$ cat config.mk
export PLATFORM = sky130hd
export DESIGN_NAME = uerx_out_stage
export DESIGN_NICKNAME = d
export VERILOG_FILES = /design/src/hw/rtl/uerx_pkg.sv /design/src/hw/rtl/uerx_out_stage.sv
export SDC_FILE = /design/constraint.sdc
export NUM_CORES = 1
export LEC_CHECK = 0
export BUFFER_PORTS_ARGS = -buffer_cell sky130_fd_sc_hd__buf_4
export CORE_MARGIN = 2
export CORE_UTILIZATION = 41
export CTS_BUF_LIST = sky130_fd_sc_hd__clkbuf_4 sky130_fd_sc_hd__clkbuf_8 sky130_fd_sc_hd__clkbuf_16
export CTS_CLUSTER_SIZE = 16
export DETAILED_ROUTE_END_ITERATION = 7
export PLACE_DENSITY = 0.8
export SYNTH_ARGS = -nofsm -noshare
export SYNTH_HDL_FRONTEND = slang
export SYNTH_SLANG_ARGS = --single-unit
$ cat constraint.sdc
create_clock -name clock -period 1.97 [get_ports clock]
set_clock_uncertainty 0.1 [all_clocks]
set_input_delay 0.2955 -clock clock [delete_from_list [all_inputs] [get_ports clock]]
set_output_delay 0.2955 -clock clock [all_outputs]
set_load 0.02 [all_outputs]
$ cat src/hw/rtl/uerx_pkg.sv
`timescale 1ns / 1ps
// ----------------------------------------------------------------------------
// uerx_pkg
// shared types and constants of the usb ethernet receive deframer
// ----------------------------------------------------------------------------
package uerx_pkg;

   localparam int unsigned XferLenWidth  = 15;
   localparam int unsigned FrameLenWidth = 11;
   localparam int unsigned KindWidth     = 3;

   localparam logic [XferLenWidth-1:0] MaxTransferBytes = 15'd16384;
   localparam logic [FrameLenWidth-1:0] LenMask = 11'h7ff;

   localparam logic [KindWidth-1:0] KindData      = 3'd0;
   localparam logic [KindWidth-1:0] KindEmpty     = 3'd1;
   localparam logic [KindWidth-1:0] KindMalformed = 3'd2;
   localparam logic [KindWidth-1:0] KindTooLarge  = 3'd3;
   localparam logic [KindWidth-1:0] KindTruncated = 3'd4;

   typedef struct packed {
      logic [7:0]              rx_byte;
      logic                    first_of_transfer;
      logic [XferLenWidth-1:0] transfer_length;
   } req_beat_type;

   typedef struct packed {
      logic [KindWidth-1:0]     kind;
      logic [7:0]               payload_byte;
      logic                     frame_last;
      logic [FrameLenWidth-1:0] frame_length;
   } rsp_beat_type;

endpackage

$ cat src/hw/rtl/uerx_out_stage.sv
`timescale 1ns / 1ps
// ----------------------------------------------------------------------------
// uerx_out_stage
// result register: holds one result beat until the receiver takes it
// ----------------------------------------------------------------------------
module uerx_out_stage
   import uerx_pkg::*;
(
   input  logic         clock,
   input  logic         reset,
   input  logic         load,
   input  rsp_beat_type load_beat,
   output logic         space,
   output logic         rsp_valid,
   input  logic         rsp_ready,
   output rsp_beat_type rsp_beat
);

   logic         valid_ff;
   logic         valid_in;
   rsp_beat_type beat_ff;

   assign space     = !valid_ff || rsp_ready;
   assign rsp_valid = valid_ff;
   assign rsp_beat  = beat_ff;

   always_comb begin
      valid_in = valid_ff;
      if (space) begin
         valid_in = load;
      end
   end

   always_ff @(posedge clock) begin
      if (reset) begin
         valid_ff <= 1'b0;
      end else begin
         valid_ff <= valid_in;
      end
   end

   always_ff @(posedge clock) begin
      if (space && load) begin
         beat_ff <= load_beat;
      end
   end

endmodule

# ---- After elaboration in Yosys (flattened, before gate mapping)
# Cells that the tools add are included.
dict set report word_totals {
  regBits 24
  inputBits 27
  output_inout_bits 25
  word_cells 8
}
dict set report op_classes {
  n_reduce_logical 3
}
# operator n
set op_table {}
lappend op_table {{$logic_and A1 B1 Y1} 1}
lappend op_table {{$logic_not A1 Y1} 1}
lappend op_table {{$logic_or A1 B1 Y1} 1}

# ---- Longest topological paths before layout
dict set report depth {
  word_depth 3
  depth_mapped 2
  ltp_nobuf 2
}

# ---- Worst setup path after synthesis
# OpenSTA, ideal clock, no wires.
dict set report synth_timing {
  path_kind {reg-to-reg}
  startpoint {register valid_ff (netlist: rsp_valid)}
  endpoint {register beat_ff (netlist bit rsp_beat[0]), enable pin}
  setup_ps 324
  arrival_time_ps 816
  required_ps 1546
  setup_slack_ps 729
  stages_incl_launch_ff 3
  n_path_buf 0
  synth_period_minus_slack_ps 1241
  path_cell_list {dfxtp_1 > nand2b_4 > and2_4}
}
dict set report synth_via {
  elab_chain_cells 3
}
# element line
set synth_lines {}
lappend synth_lines {{from (decl)} uerx_out_stage.sv:19} ;# logic valid_ff;
lappend synth_lines {{from (signal assigned)} uerx_out_stage.sv:38} ;# valid_ff <= valid_in;
lappend synth_lines {{$logic_not A1 Y1} uerx_out_stage.sv:23} ;# assign space = !valid_ff || rsp_ready;
lappend synth_lines {{$logic_or A1 B1 Y1} uerx_out_stage.sv:23}
lappend synth_lines {{via space} uerx_out_stage.sv:13} ;# output logic space,
lappend synth_lines {{$logic_and A1 B1 Y1} uerx_out_stage.sv:43} ;# if (space && load) begin
lappend synth_lines {{to (signal assigned)} uerx_out_stage.sv:44} ;# beat_ff <= load_beat;
lappend synth_lines {{to (decl)} uerx_out_stage.sv:21} ;# rsp_beat_type beat_ff;
# The timed path passes the listed nets, and every way through them passes these cells.
# A chain may end at the register's enable or synchronous reset.

# ---- Worst setup path in the final report
dict set report layout_timing {
  startpoint {register valid_ff (netlist: rsp_valid)}
  endpoint {output port space}
}
dict set report layout_via {
  elab_chain_cells 2
}
# element line
set layout_lines {}
lappend layout_lines {{$logic_not A1 Y1} uerx_out_stage.sv:23}
lappend layout_lines {{$logic_or A1 B1 Y1} uerx_out_stage.sv:23}
lappend layout_lines {{to (decl)} uerx_out_stage.sv:13}
# No other way between the ends.

==> impl_metrics.tcl <==
set metrics [dict create \
    cts.sinks 24 \
    viasPerCell 4.102 \
    rsz0062_at_grt "false" \
    cp-start-kind "register" \
    die_x_um 46.65 \
    drv_slew 0 \
    fin_tns_setup_ps 0 \
    routedWlPerCell_um 12.56 \
    yosys_warnings 0 \
    vias 443 \
    fmax_mhz 751.4 \
    nNetsFinal 111 \
    ys_seq_elements 24 \
    dr.pass1.iters 2 \
    hold_ws_ps 27.08 \
    maxCapViolCount 0 \
    cts.clk_slew.worst_paths_ps 120 \
    cp.arrival_ps 940 \
    post_cts_buffers 0 \
    grt_pass1_vias 429 \
    final_util_pct 69.28 \
    slew_headroom_pct 81.00 \
    drt_iter0_drc 2 \
    place_hpwl_um 1070 \
    cts_buffer_depth 2 \
    drc 0 \
    cts.repair.resized 0 \
    p_leak_nw 0.5157 \
    grt_max_degree 24 \
    worst-r2r-setup-slack_ps 780 \
    antenna_found_initial 0 \
    ys_top_cells_by_area "edfxtp_1 93%, dfxtp_1 2.7%, nand2b_4 1.8%" \
    yosysTopAreaCellShare_pct 92.62 \
    seq_area_frac_synth_pct 95.30 \
    cts_hold_buf 0 \
    peakVddDrop_mv 0.4817 \
    diodes 0 \
    setup_viol 0 \
    cp-end-kind "output port" \
    synth.avg_cell_area_um2 26.63 \
    worstReg2RegEnd "rsp_beat[1]" \
    min_period_ps 1331 \
    die_area_mm2 0.002176 \
    root_buffer "clkbuf_4" \
    grt_usage_pct 13.42 \
    syn_inst 28 \
    tritoncts "done" \
    startpoint "rsp_valid" \
    path_class "reg2out" \
    io_buffer_count 51 \
    min_path_cells 2 \
    coreArea_mm2 0.001727 \
    reg2reg_from "rsp_valid" \
    io_pins 52 \
    fp-row-count 15 \
    drt.antenna.violating_nets 0 \
    powerDensity_mw_per_mm2 822.1 \
    overflow 0 \
    syn_area_um2 745.7 \
    drive_gt1_share_pct 69.88 \
    min-delay-path-class "in2reg" \
    hold_violations 0 \
    yosysTopAreaCell "edfxtp_1" \
    r2r_cells 2 \
    die_y_um 46.65 \
    placedCellCount 104 \
    stdcell_count 108 \
    fin_crit_sh_pct 67.56 \
    cts-htree-levels 1 \
    syn-num-nets 55 \
    cp_max_fo 3 \
    endpoint "space" \
    totalWireLength_um 1356 \
    area_delta_synth_final_pct 60.40 \
    outcome "complete, no violations" \
    clk_latency_ps 300 \
    synthDistinctLibCells 6 \
    cts_made_buffers 3 \
    worst_pin_slew_ps 285.0 \
    grt_pass1_wl_um 1876 \
    required_ps 1570 \
    globalplace.congestion 0.6590 \
    initial_core_util_pct 43.19 \
]
## per-stage QoR
| stage | worst slack [ps] | cell area, µm² | power (mW) |
|---|---|---|---|
| 5_1_grt | 572.6 | 1196 | 1.025 |
| 3_5_place_dp | 696.7 | 1160 | 0.7544 |
| 4_1_cts | 627.7 | 1196 | 0.9903 |
| 2_1_floorplan | 729.4 | 745.7 | 0.6674 |
| 6_report | 639.2 | 1196 | 0.9833 |
| 3_3_place_gp | 725.9 | 1160 | 0.7509 |
## Yosys cell counts, drive strengths merged
library cell and number:
inv 1, dfxtp 1, and2 1, edfxtp 23, nand2b 1, a21oi 1
## final cells by class
class | count | area (µm²)
sequential | 24 | 710.7
fill | 127 | 530.5
timing repair buffer | 51 | 382.9
clock buffer | 4 | 36.28
multi-input combinational | 3 | 31.28
tap | 25 | 31.28
inverter | 1 | 3.754
## cell families (layout without fill, tap and decap cells)
logic type,count (synthesis),after routing,synth area share [%]
flops,24,24,95.30
simple gates,2,2,3.020
compound gates,1,1,1.175
buf+inv,1,56,0.5029
## power breakdown
group          leakage [nW]  internal, mW  switching (mW)
Combinational         0.264        0.0709          0.0667
Clock                0.0210         0.113           0.131
Sequential            0.231         0.594         0.00886
Total                 0.516         0.777           0.206
## state kept, by name, indices dropped and copies added, names as in the netlist
name	flops
rsp_beat	23
rsp_valid	1
## layout by cell type, fill, tap and decap left out
master,n
nand2b_4,1
edfxtp_1,23
clkbuf_8,1
buf_4,51
a21oi_2,1
inv_1,1
clkbuf_4,3
dfxtp_1,1
and2_4,1
## worst min path at each step
stage                     start        end  slack [ps]
final                     reset  rsp_valid          30
after global routing      reset  rsp_valid          10
after CTS                 reset  rsp_valid          20
after detailed placement  reset  rsp_valid         350
after global placement    reset  rsp_valid         350
after floorplan           reset  rsp_valid         260
## critical path, stage by stage (launching register included)
cell and delay, ps:
dfxtp_1 400, nand2b_4 80, buf_4 160
## layer usage
| layer | global-route usage (%) | vias up | wire (µm) |
|---|---|---|---|
| met4 | 5.000 | 0 | 0 |
| li1 | - | 217 | - |
| met2 | 26.94 | 28 | 824 |
| met1 | 13.25 | 198 | 422 |
| met3 | 2.353 | 0 | 109 |
| met5 | 0 | - | 0 |
(Power assumes the default switching activity.)
