--- src/hw/rtl/uerx_pkg.sv ---
`timescale 1ns / 1ps
// ----------------------------------------------------------------------------
// uerx_pkg
// shared types and constants of the usb ethernet receive deframer
// ----------------------------------------------------------------------------
package uerx_pkg;

   localparam int unsigned XferLenWidth  = 15;
   localparam int unsigned FrameLenWidth = 11;
   localparam int unsigned KindWidth     = 3;

   localparam logic [XferLenWidth-1:0] MaxTransferBytes = 15'd16384;
   localparam logic [FrameLenWidth-1:0] LenMask = 11'h7ff;

   localparam logic [KindWidth-1:0] KindData      = 3'd0;
   localparam logic [KindWidth-1:0] KindEmpty     = 3'd1;
   localparam logic [KindWidth-1:0] KindMalformed = 3'd2;
   localparam logic [KindWidth-1:0] KindTooLarge  = 3'd3;
   localparam logic [KindWidth-1:0] KindTruncated = 3'd4;

   typedef struct packed {
      logic [7:0]              rx_byte;
      logic                    first_of_transfer;
      logic [XferLenWidth-1:0] transfer_length;
   } req_beat_type;

   typedef struct packed {
      logic [KindWidth-1:0]     kind;
      logic [7:0]               payload_byte;
      logic                     frame_last;
      logic [FrameLenWidth-1:0] frame_length;
   } rsp_beat_type;

endpackage

--- src/hw/rtl/uerx_in_stage.sv ---
`timescale 1ns / 1ps
// ----------------------------------------------------------------------------
// uerx_in_stage
// input register: holds one byte beat until the parser consumes it
// ----------------------------------------------------------------------------
module uerx_in_stage
   import uerx_pkg::*;
(
   input  logic         clock,
   input  logic         reset,
   input  logic         req_valid,
   output logic         req_ready,
   input  req_beat_type req_beat,
   input  logic         advance,
   output logic         beat_valid,
   output req_beat_type beat
);

   logic         valid_ff;
   logic         valid_in;
   req_beat_type beat_ff;

   assign req_ready  = !valid_ff || advance;
   assign beat_valid = valid_ff;
   assign beat       = beat_ff;

   always_comb begin
      valid_in = valid_ff;
      if (req_ready) begin
         valid_in = req_valid;
      end
   end

   always_ff @(posedge clock) begin
      if (reset) begin
         valid_ff <= 1'b0;
      end else begin
         valid_ff <= valid_in;
      end
   end

   always_ff @(posedge clock) begin
      if (req_ready && req_valid) begin
         beat_ff <= req_beat;
      end
   end

endmodule

--- config.mk ---
export PLATFORM = sky130hd
export DESIGN_NAME = uerx_in_stage
export DESIGN_NICKNAME = d
export VERILOG_FILES = /design/src/hw/rtl/uerx_pkg.sv /design/src/hw/rtl/uerx_in_stage.sv
export SDC_FILE = /design/constraint.sdc
export NUM_CORES = 1
export LEC_CHECK = 0
export BUFFER_PORTS_ARGS = -buffer_cell sky130_fd_sc_hd__buf_2
export CAP_MARGIN = 30
export CELL_PAD_IN_SITES_DETAIL_PLACEMENT = 1
export CELL_PAD_IN_SITES_GLOBAL_PLACEMENT = 2
export CORE_ASPECT_RATIO = 1.1
export CORE_UTILIZATION = 25
export DETAILED_ROUTE_END_ITERATION = 8
export PLACE_DENSITY_LB_ADDON = 0.2
export SYNTH_ARGS = -nofsm -noshare
export SYNTH_HDL_FRONTEND = slang
export SYNTH_SLANG_ARGS = --single-unit
--- constraint.sdc ---
create_clock -name clock -period 1.51 [get_ports clock]
set_clock_uncertainty 0.2 [all_clocks]
set_input_delay 0.0755 -clock clock [delete_from_list [all_inputs] [get_ports clock]]
set_output_delay 0.0755 -clock clock [all_outputs]
set_load 0.02 [all_outputs]
* Word-level counts from Yosys, hierarchy flattened *
Cells that the tools add are included.
Widths: inputs -> output; s select.

cells by class
  reductions and logical operators = 3

operators with widths
  operator           number
  $logic_and 1x1->1  1
  $logic_not 1->1    1
  $logic_or 1x1->1   1

storage, ports and cells
  bits in registers = 25
  input port bits = 28
  output and inout bits = 26
  logic and storage cells = 7

* Depth between registers and ports, before layout *
  depth after elaboration = 3
  depth in mapped cells = 2
  gate-level depth less buffers = 2

* Worst setup path before layout *
No wires, ideal clock.

  path type = flip-flop to flip-flop
  start = register valid_ff (netlist: beat_valid)
  end = register beat_ff, in the netlist beat[0], enable pin
  library setup time = 0.326 ns
  data arrival time = 0.823 ns
  data required time = 0.984 ns
  setup slack = 0.161 ns
  cell stages (with the launch flop) = 3
  path buffers = 0
  period minus slack after synthesis = 1.349 ns
  cell sequence = dfxtp_1 nand2b_4 and2_4

between the ends
  word-level cells in the longest chain between the ends = 3

ends and longest elaborated chain
  what                    line                 RTL
  from (decl)             uerx_in_stage.sv:19  logic valid_ff;
  from (signal assigned)  uerx_in_stage.sv:38  valid_ff <= valid_in;
  $logic_not 1->1         uerx_in_stage.sv:23  assign req_ready = !valid_ff || advance;
  $logic_or 1x1->1        uerx_in_stage.sv:23
  net req_ready           uerx_in_stage.sv:12  output logic req_ready,
  $logic_and 1x1->1       uerx_in_stage.sv:43  if (req_ready && req_valid) begin
  to (signal assigned)    uerx_in_stage.sv:44  beat_ff <= req_beat;
  to (decl)               uerx_in_stage.sv:21  req_beat_type beat_ff;

The timed path passes the listed nets, and every way through them passes these cells.
A chain may end at the register's enable or synchronous reset.

* Worst setup path in the final report *
  start = register valid_ff (netlist: beat_valid)
  end = register valid_ff (netlist: beat_valid)

between the ends
  word-level cells in the longest chain between the ends = 2

ends and longest elaborated chain
  what              line
  $logic_not 1->1   uerx_in_stage.sv:23
  $logic_or 1x1->1  uerx_in_stage.sv:23

Every way passes these cells.

==> metrics.md <==
| Metric | Value |
|---|---|
| GP Congestion | `0.557` |
| Worst-Skew Late Latency | `310 ps` |
| Cell Pwr Density | `953 nW/um^2` |
| Clock Tree Buf Depth | `2` |
| Clock transition at the registers of the reported paths | `130 ps` |
| NetSw | `between 0.2 and 0.3 mW` |
| Minimum clock period after layout | `1370 ps` |
| Post-Synthesis Cells | `29` |
| Leakage | `about 0.6 nW` |
| Die area | `3330 um^2` |
| Clock Power Share | `22.2%` |
| CP required | `between 1500 and 2000 ps` |
| Final setup viols | `0` |
| Syn_nets | `57` |
| Comb pwr share | `15.2%` |
| Seq/Total Area, Yosys | `a little over nine tenths` |
| Clock tree from TritonCTS | `done` |
| Fillcell total | `320` |
| Internal | `between 1 and 1.5 mW` |
| H-Tree Depth | `1` |
| Reg area | `~740 um^2` |
| Sw frac | `22.6%` |
| Max_slew headroom | `79.6%` |
| Vias | `587` |
| Setup crit start kind | `flop` |
| Share of cells above drive strength 1 | `52.7%` |
| Hold Slack | `85.5 ps` |
| Reg2Reg Depth | `3` |
| Gates resized, CTS repair | `0` |
| Fmax | `729 MHz` |
| Critical R2R Launch | `beat_valid$_SDFFE_PP0P_` |
| Setup_tns | `0 ps` |
| Clock Sink Count | `25` |
| Worst Hold Class | `in -> reg` |
| GRT Total Usage | `a little under an eighth` |
| DR iter-0 viols | `3` |
| IO buf count | `53` |
| Endpoints failing hold | `0` |
| Most frequent cells in the layout | `53 x buf_2, 26 x dlygate4sd3_1, 24 x edfxtp_1` |
| Multi-input logic area | `31.3 um^2` |
| Root buf cell | `clkbuf_4` |
| Initial Utilization | `a little over a quarter` |
| Vias per inst | `4.05` |
| Crit Path Class | `reg -> reg` |
| CP Capture Type | `flop` |
| Initial antenna violation count | `0` |
| Final Cell Area | `1370 um^2` |
| Pre-CTS WS | `209 ps` |
| Core Box Area | `2850 um^2` |
| Die Y | `60.4 um` |
| Antenna diodes | `0` |
| Seq pwr share | `62.6%` |
| Slew Viols, Final | `0` |
| Worst R2R End | `beat_valid$_SDFFE_PP0P_` |
| NumNets Final | `141` |
| WHS Endpoint | `beat[5]$_DFFE_PP_` |
| Syn avg cell area | `26.7 um^2` |
| Tightest Pin Transition | `306 ps` |
| Post-route DRC | `0` |
| Yosys warnings | `0` |
| Count of cell types in the netlist | `6` |
| Max VDD drop | `0.000425 V` |
| CTS Buf Count | `3` |
| Max FO, Critical Path | `3` |
| Status | `finished clean` |
| Final WS setup | `138 ps` |
| Placed Area | `1080 um^2` |
| Largest net degree at the start of global routing | `25` |
| DRT Pass-1 Iters | `3` |
| WHS Path Cells | `2` |
| DRT Wirelength | `1710 um` |
| Critical path arrival | `1440 ps` |
| Rows | `20` |
| Period utilization | `90.8%` |
| IO Pins | `54` |
| Final ANT Viol Nets | `0` |
| Total of max-cap violations | `0` |
| Post-Syn Area | `roughly 780 um^2` |
| Area grow syn2layout | `76.5%` |
| Hold_sp | `req_valid` |
| RSZ-0062 raised after global routing | `no` |
| First-pass GRT wire length | `around 2600 um` |
| Commonest non-fill, non-tap cell in the layout | `buf_2` |
| Die width | `55.1 um` |
| Reg-to-reg slack, setup | `140 ps` |
| #FFs+latches synth | `25` |
| Via count of the first global-routing pass | `621` |
| Routed WL per cell | `roughly 12 um` |
| Overflow left after global routing | `0` |
[worst max-delay path, stage by stage (launching register included)]
cell,delay (ps)
dfxtp_1,400
nand2b_4,70
a21oi_2,120
dlygate4sd3_1,540
[through the flow]
stage,total power [mW],util (%),instances
2_1_floorplan,0.907,-,29
3_3_place_gp,0.979,37.9,115
3_5_place_dp,0.984,37.9,115
4_1_cts,1.33,48.0,145
5_1_grt,1.36,48.0,145
6_report,1.30,48.0,145
[power groups by stage]
stage          Clock, mW  Sequential (mW)  Combinational (mW)
6_report           0.289            0.817               0.199
5_1_grt            0.327            0.822               0.216
4_1_cts            0.307            0.818               0.202
3_5_place_dp           0            0.834               0.150
3_3_place_gp           0            0.832               0.147
2_1_floorplan          0            0.886              0.0206
[sequential cells by signal, indices dropped and copies added (netlist names)]
| signal | count |
|---|---|
| beat | 24 |
| beat_valid | 1 |
[cell type report]
| cell class | instances | area share, % |
|---|---|---|
| Clock buffer | 4 | 1.92 |
| Sequential cell | 25 | 54.1 |
| Tap cell | 33 | 3.02 |
| Timing Repair Buffer | 79 | 38.4 |
| Multi-Input combinational cell | 3 | 2.29 |
| Inverter | 1 | 0.274 |
[routing by layer]
metal,share of wire [%],vias to the layer above,track usage [%]
li1,-,278,-
met1,34,280,11.1
met2,58,27,21.9
met3,6.6,2,2.51
met4,0.64,0,6.43
met5,0,-,0
[logic make-up (layout without fill, tap and decap cells)]
group / count (synthesis) / count (layout) / synth area share [%]
AO/OA/AOI/OAI: 1 / 1 / 1.13
buffers and inverters: 1 / 84 / 0.483
flip-flops: 25 / 25 / 95.5
AND/OR/NAND/NOR: 2 / 2 / 2.90
[worst max-delay path by stage]
stage	from	endpoint	slack (ps)	depth (start not counted)
global route	beat_valid$_SDFFE_PP0P_	beat_valid$_SDFFE_PP0P_	80	3
finish	beat_valid$_SDFFE_PP0P_	beat_valid$_SDFFE_PP0P_	140	3
detailed placement	beat_valid$_SDFFE_PP0P_	beat[11]$_DFFE_PP_	210	2
global placement	beat_valid$_SDFFE_PP0P_	beat[8]$_DFFE_PP_	240	2
CTS	beat_valid$_SDFFE_PP0P_	beat_valid$_SDFFE_PP0P_	120	3
floorplan	beat_valid$_SDFFE_PP0P_	beat[0]$_DFFE_PP_	160	2
[repair_timing]
item / in CTS / in global routing
hold buffers: 26 / 0
buffers inserted: 0 / 0
endpoints found under the hold margin: 25 / 0
[synthesized netlist by cell type, drive strengths merged]
cell | instances | area (um^2)
a21oi | 1 | 8.76
and2 | 1 | 8.76
dfxtp | 1 | 20.0
edfxtp | 24 | 721
inv | 1 | 3.75
nand2b | 1 | 13.8
No activity file was read; power rests on OpenSTA's default activity.
