<file path="src/hw/rtl/uerx_pkg.sv">
`timescale 1ns / 1ps
// ----------------------------------------------------------------------------
// uerx_pkg
// shared types and constants of the usb ethernet receive deframer
// ----------------------------------------------------------------------------
package uerx_pkg;

   localparam int unsigned XferLenWidth  = 15;
   localparam int unsigned FrameLenWidth = 11;
   localparam int unsigned KindWidth     = 3;

   localparam logic [XferLenWidth-1:0] MaxTransferBytes = 15'd16384;
   localparam logic [FrameLenWidth-1:0] LenMask = 11'h7ff;

   localparam logic [KindWidth-1:0] KindData      = 3'd0;
   localparam logic [KindWidth-1:0] KindEmpty     = 3'd1;
   localparam logic [KindWidth-1:0] KindMalformed = 3'd2;
   localparam logic [KindWidth-1:0] KindTooLarge  = 3'd3;
   localparam logic [KindWidth-1:0] KindTruncated = 3'd4;

   typedef struct packed {
      logic [7:0]              rx_byte;
      logic                    first_of_transfer;
      logic [XferLenWidth-1:0] transfer_length;
   } req_beat_type;

   typedef struct packed {
      logic [KindWidth-1:0]     kind;
      logic [7:0]               payload_byte;
      logic                     frame_last;
      logic [FrameLenWidth-1:0] frame_length;
   } rsp_beat_type;

endpackage

</file>
<file path="src/hw/rtl/uerx_parse.sv">
`timescale 1ns / 1ps
// ----------------------------------------------------------------------------
// uerx_parse
// deframing state and the per-byte decision: header gather, length check,
// payload pass-through, pad skip and discard after an error
// ----------------------------------------------------------------------------
module uerx_parse
   import uerx_pkg::*;
(
   input  logic         clock,
   input  logic         reset,
   input  logic         advance,
   input  req_beat_type beat,
   output logic         emit,
   output rsp_beat_type result
);

   localparam logic [1:0] PhHeader  = 2'd0;
   localparam logic [1:0] PhPayload = 2'd1;
   localparam logic [1:0] PhPad     = 2'd2;
   localparam logic [1:0] PhDiscard = 2'd3;

   logic [1:0]               phase_ff, phase_in, phase_eff;
   logic [1:0]               hcnt_ff, hcnt_in, hcnt_eff;
   logic [23:0]              hdr_ff, hdr_in;
   logic [FrameLenWidth-1:0] len_ff, len_in;
   logic [FrameLenWidth-1:0] prem_ff, prem_in, prem_eff;
   logic [XferLenWidth-1:0]  xrem_ff, xrem_in, xrem_eff;
   logic                     pad_ff, pad_in, pad_eff;
   logic [XferLenWidth-1:0]  tlen_clamped;
   logic [XferLenWidth-1:0]  left;
   logic [FrameLenWidth-1:0] hdr_len;
   logic [FrameLenWidth-1:0] hdr_chk;
   logic [FrameLenWidth-1:0] prem_dec;

   assign tlen_clamped = (beat.transfer_length > MaxTransferBytes) ?
                         MaxTransferBytes : beat.transfer_length;

   // a first beat restarts the transfer before the byte is looked at
   always_comb begin
      phase_eff = phase_ff;
      hcnt_eff  = hcnt_ff;
      prem_eff  = prem_ff;
      xrem_eff  = xrem_ff;
      pad_eff   = pad_ff;
      if (beat.first_of_transfer) begin
         phase_eff = PhHeader;
         hcnt_eff  = 2'd0;
         prem_eff  = '0;
         xrem_eff  = tlen_clamped;
         pad_eff   = 1'b0;
      end
   end

   assign left     = xrem_eff - 1'b1;
   assign hdr_len  = hdr_ff[FrameLenWidth-1:0];
   assign hdr_chk  = ~{beat.rx_byte[2:0], hdr_ff[23:16]} & LenMask;
   assign prem_dec = (prem_eff != '0) ? prem_eff - 1'b1 : prem_eff;

   always_comb begin
      phase_in = phase_eff;
      hcnt_in  = hcnt_eff;
      hdr_in   = hdr_ff;
      len_in   = len_ff;
      prem_in  = prem_eff;
      xrem_in  = xrem_eff;
      pad_in   = pad_eff;
      emit     = 1'b0;
      result   = '0;
      if (xrem_eff != '0) begin
         xrem_in = left;
         case (phase_eff)
            PhHeader: begin
               case (hcnt_eff)
                  2'd0: begin
                     if (left < 15'd3) begin
                        phase_in    = PhDiscard;
                        emit        = 1'b1;
                        result.kind = KindTruncated;
                     end else begin
                        hdr_in  = {16'h0000, beat.rx_byte};
                        hcnt_in = 2'd1;
                     end
                  end
                  2'd1: begin
                     hdr_in[15:8] = beat.rx_byte;
                     hcnt_in      = 2'd2;
                  end
                  2'd2: begin
                     hdr_in[23:16] = beat.rx_byte;
                     hcnt_in       = 2'd3;
                  end
                  default: begin
                     // fourth header byte completes the length check
                     hcnt_in = 2'd0;
                     emit    = 1'b1;
                     if (hdr_chk != hdr_len) begin
                        phase_in            = PhDiscard;
                        result.kind         = KindMalformed;
                        result.frame_length = hdr_len;
                     end else if ({4'd0, hdr_len} > left) begin
                        phase_in            = PhDiscard;
                        result.kind         = KindTooLarge;
                        result.frame_length = hdr_len;
                     end else if (hdr_len == '0) begin
                        result.kind = KindEmpty;
                     end else begin
                        emit     = 1'b0;
                        len_in   = hdr_len;
                        prem_in  = hdr_len;
                        pad_in   = hdr_len[0];
                        phase_in = PhPayload;
                     end
                  end
               endcase
            end
            PhPayload: begin
               emit                = 1'b1;
               result.kind         = KindData;
               result.payload_byte = beat.rx_byte;
               result.frame_last   = (prem_eff <= 11'd1);
               result.frame_length = len_ff;
               prem_in             = prem_dec;
               if (prem_dec == '0) begin
                  phase_in = pad_eff ? PhPad : PhHeader;
               end
            end
            PhPad: begin
               pad_in   = 1'b0;
               phase_in = PhHeader;
            end
            default: begin
            end
         endcase
      end
   end

   always_ff @(posedge clock) begin
      if (reset) begin
         phase_ff <= PhHeader;
         hcnt_ff  <= 2'd0;
         hdr_ff   <= '0;
         len_ff   <= '0;
         prem_ff  <= '0;
         xrem_ff  <= '0;
         pad_ff   <= 1'b0;
      end else if (advance) begin
         phase_ff <= phase_in;
         hcnt_ff  <= hcnt_in;
         hdr_ff   <= hdr_in;
         len_ff   <= len_in;
         prem_ff  <= prem_in;
         xrem_ff  <= xrem_in;
         pad_ff   <= pad_in;
      end
   end

endmodule

</file>
<file path="config.mk">
export PLATFORM = sky130hd
export DESIGN_NAME = uerx_parse
export DESIGN_NICKNAME = d
export VERILOG_FILES = /design/src/hw/rtl/uerx_pkg.sv /design/src/hw/rtl/uerx_parse.sv
export SDC_FILE = /design/constraint.sdc
export NUM_CORES = 1
export LEC_CHECK = 0
export BUFFER_PORTS_ARGS = -buffer_cell sky130_fd_sc_hd__buf_4
export CAP_MARGIN = 20
export CELL_PAD_IN_SITES_DETAIL_PLACEMENT = 1
export CELL_PAD_IN_SITES_GLOBAL_PLACEMENT = 2
export CORE_MARGIN = 2
export CORE_UTILIZATION = 33
export CTS_BUF_LIST = sky130_fd_sc_hd__clkbuf_8
export CTS_CLUSTER_SIZE = 14
export DETAILED_ROUTE_END_ITERATION = 7
export GPL_TIMING_DRIVEN = 0
export HOLD_SLACK_MARGIN = 0.12
export PLACE_DENSITY_LB_ADDON = 0.12
export SLEW_MARGIN = 40
export SYNTH_ARGS = -nofsm -noshare
export SYNTH_HDL_FRONTEND = slang
export SYNTH_SLANG_ARGS = --single-unit
export TNS_END_PERCENT = 10
</file>
<file path="constraint.sdc">
create_clock -name clock -period 4.5 [get_ports clock]
set_input_delay 0.45 -clock clock [delete_from_list [all_inputs] [get_ports clock]]
set_output_delay 0.45 -clock clock [all_outputs]
set_load 0.02 [all_outputs]
</file>
**Word level (Yosys, flattened, before mapping)**

Cells that the tools add are included.
W data, S select, Z words.

- Output and inout port bits: 24
- Flip-flop bits (word level): 61
- Bits of input ports: 27

- Mux-type cells: 55
- Bitwise logic cells: 6
- Magnitude comparators: 4
- Reductions and logical operators: 14
- Add/sub/neg operators: 2
- Equal/unequal tests: 6

Operator list:

| operator | number |
|---|---|
| $mux W11 | 10 |
| $mux W15 | 3 |
| $pmux W11 S2 | 2 |
| $mux W2 | 14 |
| $mux W24 | 1 |
| $mux W23 | 1 |
| $logic_not A11 Y1 | 2 |
| $pmux W8 S2 | 1 |
| $gt A11 B15 Y1 | 1 |
| $gt A15 B15 Y1 const B | 1 |
| $lt A15 B2 Y1 const B | 1 |
| $reduce_and A5 Y1 | 3 |
| $reduce_bool A15 Y1 | 1 |
| $sub A15 B1 Y15 const B | 1 |
| $mux W1 | 12 |
| $pmux W2 S3 | 2 |
| $pmux W3 S2 | 2 |
| $le A11 B1 Y1 const B | 1 |
| $ne A11 B11 Y1 | 1 |
| $not A11 Y11 | 1 |
| $reduce_bool A11 Y1 | 1 |
| $sub A11 B1 Y11 const B | 1 |
| $mux W9 | 1 |
| $reduce_and A7 Y1 | 1 |
| other kinds (11) | 22 |

**Longest topological paths before layout**

- Depth after elaboration: 10
- Gate-level depth with buffers: 22
- Depth with buffers taken out: 18

**Worst setup path before layout**

OpenSTA, ideal clock, no wires.

- Kind: input to output
- From: input port beat[15] (netlist bit)
- To: output port emit
- Cell stages on the path: 21
- Slack: -0.359 ns
- Data arrival time: 4.409 ns
- Required time: 4.050 ns
- Path buffers: 3
- Path through: buf_6 -> inv_1 -> buf_2 -> buf_1 -> nor3b_1 -> a21oi_1 -> ha_1 -> nand2b_1 -> nor2_1 -> xnor2_1 -> inv_1 -> ha_1 -> nand3_1 -> o21bai_1 -> a211oi_1 -> nor2_1 -> nor3_1 -> o2111ai_1 -> nand2_1 -> nand2_1 -> o21ai_0

- Longest elaborated chain between the ends: 8
- Elaborated cells between the ends (all ways): 19
- Those cells by class: 1 x add/sub; 2 x order compare; 3 x eq/ne; 9 x mux; 4 x reduce/logical

Ends and longest elaborated chain:

| what | RTL line | text |
|---|---|---|
| from (decl) | uerx_parse.sv:13 | `input req_beat_type beat,` |
| $mux W15 | uerx_parse.sv:46 | `if (beat.first_of_transfer) begin` |
| $sub A15 B1 Y15 | uerx_parse.sv:55 | `assign left = xrem_eff - 1'b1;` |
| $gt A11 B15 Y1 | uerx_parse.sv:101 | `end else if ({4'd0, hdr_len} > left) begin` |
| $mux W1 | uerx_parse.sv:101 |  |
| $mux W1 | uerx_parse.sv:97 | `if (hdr_chk != hdr_len) begin` |
| $pmux W1 S2 | uerx_parse.sv:74 | `case (hcnt_eff)` |
| $pmux W1 S2 | uerx_parse.sv:72 | `case (phase_eff)` |
| $mux W1 * | uerx_parse.sv:70 | `if (xrem_eff != '0) begin` |
| to (decl) | uerx_parse.sv:14 | `output logic emit,` |

Every way passes the cells marked *; elsewhere a longest branch is shown, timed or not.

==> results.sh <==
export IMPL_holdBufCountCts=0
export IMPL_fin_area_mm2=0.00623
export IMPL_intPower_uw=1050
export IMPL_path_clk_slew_ns=0.08
export IMPL_crit_type="input pin to output port"
export IMPL_die_h_um=125
export IMPL_whs_ns=0.309
export IMPL_netlist_area_mm2=0.00480
export IMPL_cts_root_buf="clkbuf_8"
export IMPL_area_growth_syn_to_layout_pct=29.7
export IMPL_place_gp_congestion=0.878
export IMPL_critPathLaunchType="input pin"
export IMPL_swShare_pct=36.4
export IMPL_placed_area_mm2=0.00550
export IMPL_syn_avg_cell_area_um2=7.73
export IMPL_crit_start="beat[15]"
export IMPL_power_density_mw_per_mm2=265
export IMPL_grt_max_degree=12
export IMPL_r2r_end="prem_ff[6]"
export IMPL_regArea_mm2=0.00122
export IMPL_endpoint_kind="output port"
export IMPL_seqPwrFrac_pct=36.2
export IMPL_wl_per_cell_um=22.0
export IMPL_hold_path_startpoint="beat[19]"
export IMPL_cpMostUsedCell="buf_8"
export IMPL_row_count=44
export IMPL_combPwrFrac_pct=32.4
export IMPL_synth_common_cells="nor2_1, dfxtp_1, nand2_1"
export IMPL_min_period_ns=4.49
export IMPL_finalNonFillerCells=888
export IMPL_seq_area_frac_synth_pct=25.4
export IMPL_slowest_delay_ns=0.33
export IMPL_io_pins=51
export IMPL_multi_input_area_mm2=0.00369
export IMPL_cap_violations=0
export IMPL_synth_edff_count=0
export IMPL_fin_nets=744
export IMPL_max_clock_freq_mhz=223
export IMPL_synthCells=621
export IMPL_critPathMaxFanout=7
export IMPL_synth_area_leaders="dfxtp_1, nor2_1, mux2i_1"
export IMPL_critPathCapture="result[10]"
export IMPL_ant_nets=0
export IMPL_clkSinkCount=61
export IMPL_htree_levels=3
export IMPL_tritoncts="done"
export IMPL_r2r_worst_path_cells=16
export IMPL_worst_skew_pair_late_latency_ns=0.36
export IMPL_worst_path_max_delay_cell="a21oi_4"
export IMPL_syn_nets=666
export IMPL_synth_flop_cell="dfxtp_1"
export IMPL_viasPerCell=5.95
export IMPL_drive_gt1_share_pct=22.6
export IMPL_dp_cells=852
export IMPL_yosysUniqueCellTypes=78
export IMPL_grt_overflow_total=0
export IMPL_final_util_pct=43.3
export IMPL_leakagePower_uw=0.00259
export IMPL_grt_pass1_wl_um=30500
export IMPL_pwr_share_clk_pct=31.4
export IMPL_drt_wl_total_um=19500
export IMPL_finalHoldViolCount=0
export IMPL_fin_crit_sh_pct=99.7
export IMPL_antennaDiodeCount=0
export IMPL_die_width_um=125
export IMPL_cp_arrival_ns=4.04
export IMPL_required_ns=4.05
export IMPL_fin_skew_ns=0.0100
export IMPL_initial_core_util_pct=33.4
export IMPL_relSlewSlack_pct=38.5
export IMPL_drtPass1Iterations=5
export IMPL_ys_async_sr_fraction_pct=0
export IMPL_run_status="complete, no violations"
export IMPL_synth_most_common_cell="nor2_1"
export IMPL_cts_buffers=9
export IMPL_slew_viol_final=0
export IMPL_dpl_hpwl_um=14600
export IMPL_grt_usage_pct=24.8
export IMPL_synth_top_cell_area_share_pct=25.4
export IMPL_ys_warn_count=0
export IMPL_path_cells="buf_12, buf_8, clkinvlp_4, buf_8, buf_8, nor3b_4, a21oi_2, ha_4, nand2b_4, nor2_4, xnor2_4, inv_2, ha_4, nand3_4, o21bai_4, a211oi_2, nor2_1, nor3_2, o2111ai_4, a21oi_4, clkbuf_16, a22o_4, buf_6"
export IMPL_worst_slew_pin_slew_ns=0.916
export IMPL_clock_path_buffers=2
export IMPL_min_path_type="input pin to flop"
export IMPL_dieArea_mm2=0.0155
export IMPL_port_buffers=47
export IMPL_vdd_ir_drop_worst_mv=0.151
export IMPL_p_sw_uw=601
export IMPL_grt_pass1_vias=5337
export IMPL_holdPathStages=2
export IMPL_antenna_found_initial=0
export IMPL_finalSetupViolCount=0
export IMPL_drc_errors=0
export IMPL_ff2ff_setup_slack_ns=0.40
export IMPL_drtIter0Drc=310
export IMPL_vias=5281
export IMPL_ys_ff_latch=61
export IMPL_r2r_start="xrem_ff[1]"
export IMPL_core_mm2=0.0144
export IMPL_rsz0062_at_grt="true"
export IMPL_yosys_area_top_type="dfxtp_1"
export IMPL_nFillCells=1744
## layout by cell type (no fill, tap or decap), drive strengths merged, types with 4 or more instances in the layout
cell type	synthesis	routed
nor2	84	84
buf	15	80
dfxtp	61	61
nand2	50	50
a21oi	44	44
clkbuf	20	32
nor3	25	25
o21ai	25	25
mux2i	23	23
inv	20	19
a22o	19	19
ha	18	18
xor2	16	16
nand3	16	16
xnor2	14	14
and3	13	13
nand4	12	12
a31oi	10	10
o22ai	9	9
nor4	8	8
nor2b	7	7
nand2b	6	6
nor3b	6	6
o2111ai	6	6
a211oi	6	6
or2	5	5
a32oi	5	5
a22oi	5	5
a32o	4	4
o31ai	4	4
nand3b	4	4
clkinvlp	0	4
and3b	4	4
## state kept, by name, summed over array words and instances (netlist names)
signal    count
hdr_ff       19
xrem_ff      15
len_ff       11
prem_ff      11
hcnt_ff       2
phase_ff      2
pad_ff        1
## worst max-delay path: cells and delay by family
kind | cells | cell delay [ns]
AOI/OAI and AO/OA | 6 | 1.11
and+or+nand+nor | 6 | 0.86
adders and majority gates | 2 | 0.47
xor gates and xnor gates | 1 | 0.21
buffers and inverters | 8 | 0.93
## final cells by class
class / instances / area share, %
Clock buffer: 10 / 2.21
Buffer: 35 / 3.28
Sequential cell: 61 / 19.6
Clock inverter: 6 / 1.00
Multi-Input combinational cell: 505 / 59.3
Timing Repair Buffer: 67 / 9.62
Tap cell: 184 / 3.70
Inverter: 20 / 1.27
## worst min path at each step
stage / end / slack (ns)
3_5_place_dp: xrem_ff[6] / 0.49
5_1_grt: hdr_ff[20] / 0.32
4_1_cts: hdr_ff[19] / 0.30
6_report: hdr_ff[19] / 0.31
2_1_floorplan: xrem_ff[3] / 0.45
3_3_place_gp: xrem_ff[6] / 0.48
## cell families (layout without fill, tap and decap cells)
kind of cell | count (synthesis) | in the layout | synth area share [%]
compound gates | 176 | 176 | 26.3
fa+ha+maj | 18 | 18 | 4.69
mux | 25 | 25 | 5.26
simple gates | 256 | 256 | 27.8
xor+xnor | 30 | 30 | 5.47
flops | 61 | 61 | 25.4
buf+inv | 55 | 138 | 5.06
## power by group through the flow
stage,combinational [µW],sequential [µW],clock (µW)
floorplan,307,593,0
finish,535,598,519
global placement,428,608,0
detailed placement,435,609,0
global route,583,602,552
CTS,473,597,528
## stage by stage
step / total power [µW] / setup slack [ns] / TNS [ns]
2_1_floorplan: 901 / 0.0356 / 0
3_3_place_gp: 1040 / -1.18 / -35.45
3_5_place_dp: 1040 / -1.16 / -34.98
4_1_cts: 1600 / -0.0228 / -0.163
5_1_grt: 1740 / -0.157 / -1.69
6_report: 1650 / 0.0144 / 0
## routing by layer
metal / share of wire, % / up-vias / GRT usage, % / routed length, µm
li1: - / 2472 / - / -
met1: 47 / 2643 / 34.8 / 9220
met2: 46 / 144 / 40.0 / 9060
met3: 5.0 / 22 / 3.44 / 969
met4: 1.4 / 0 / 6.21 / 267
met5: 0 / - / 0 / 0
## what timing repair did
action | CTS | global route
setup buffers | 8 | 10
pin swaps | 6 | 26
endpoints found under the setup margin | 39 | 17
resized for setup | 29 | 39
cloned | 0 | 2
(Power assumes the default switching activity.)
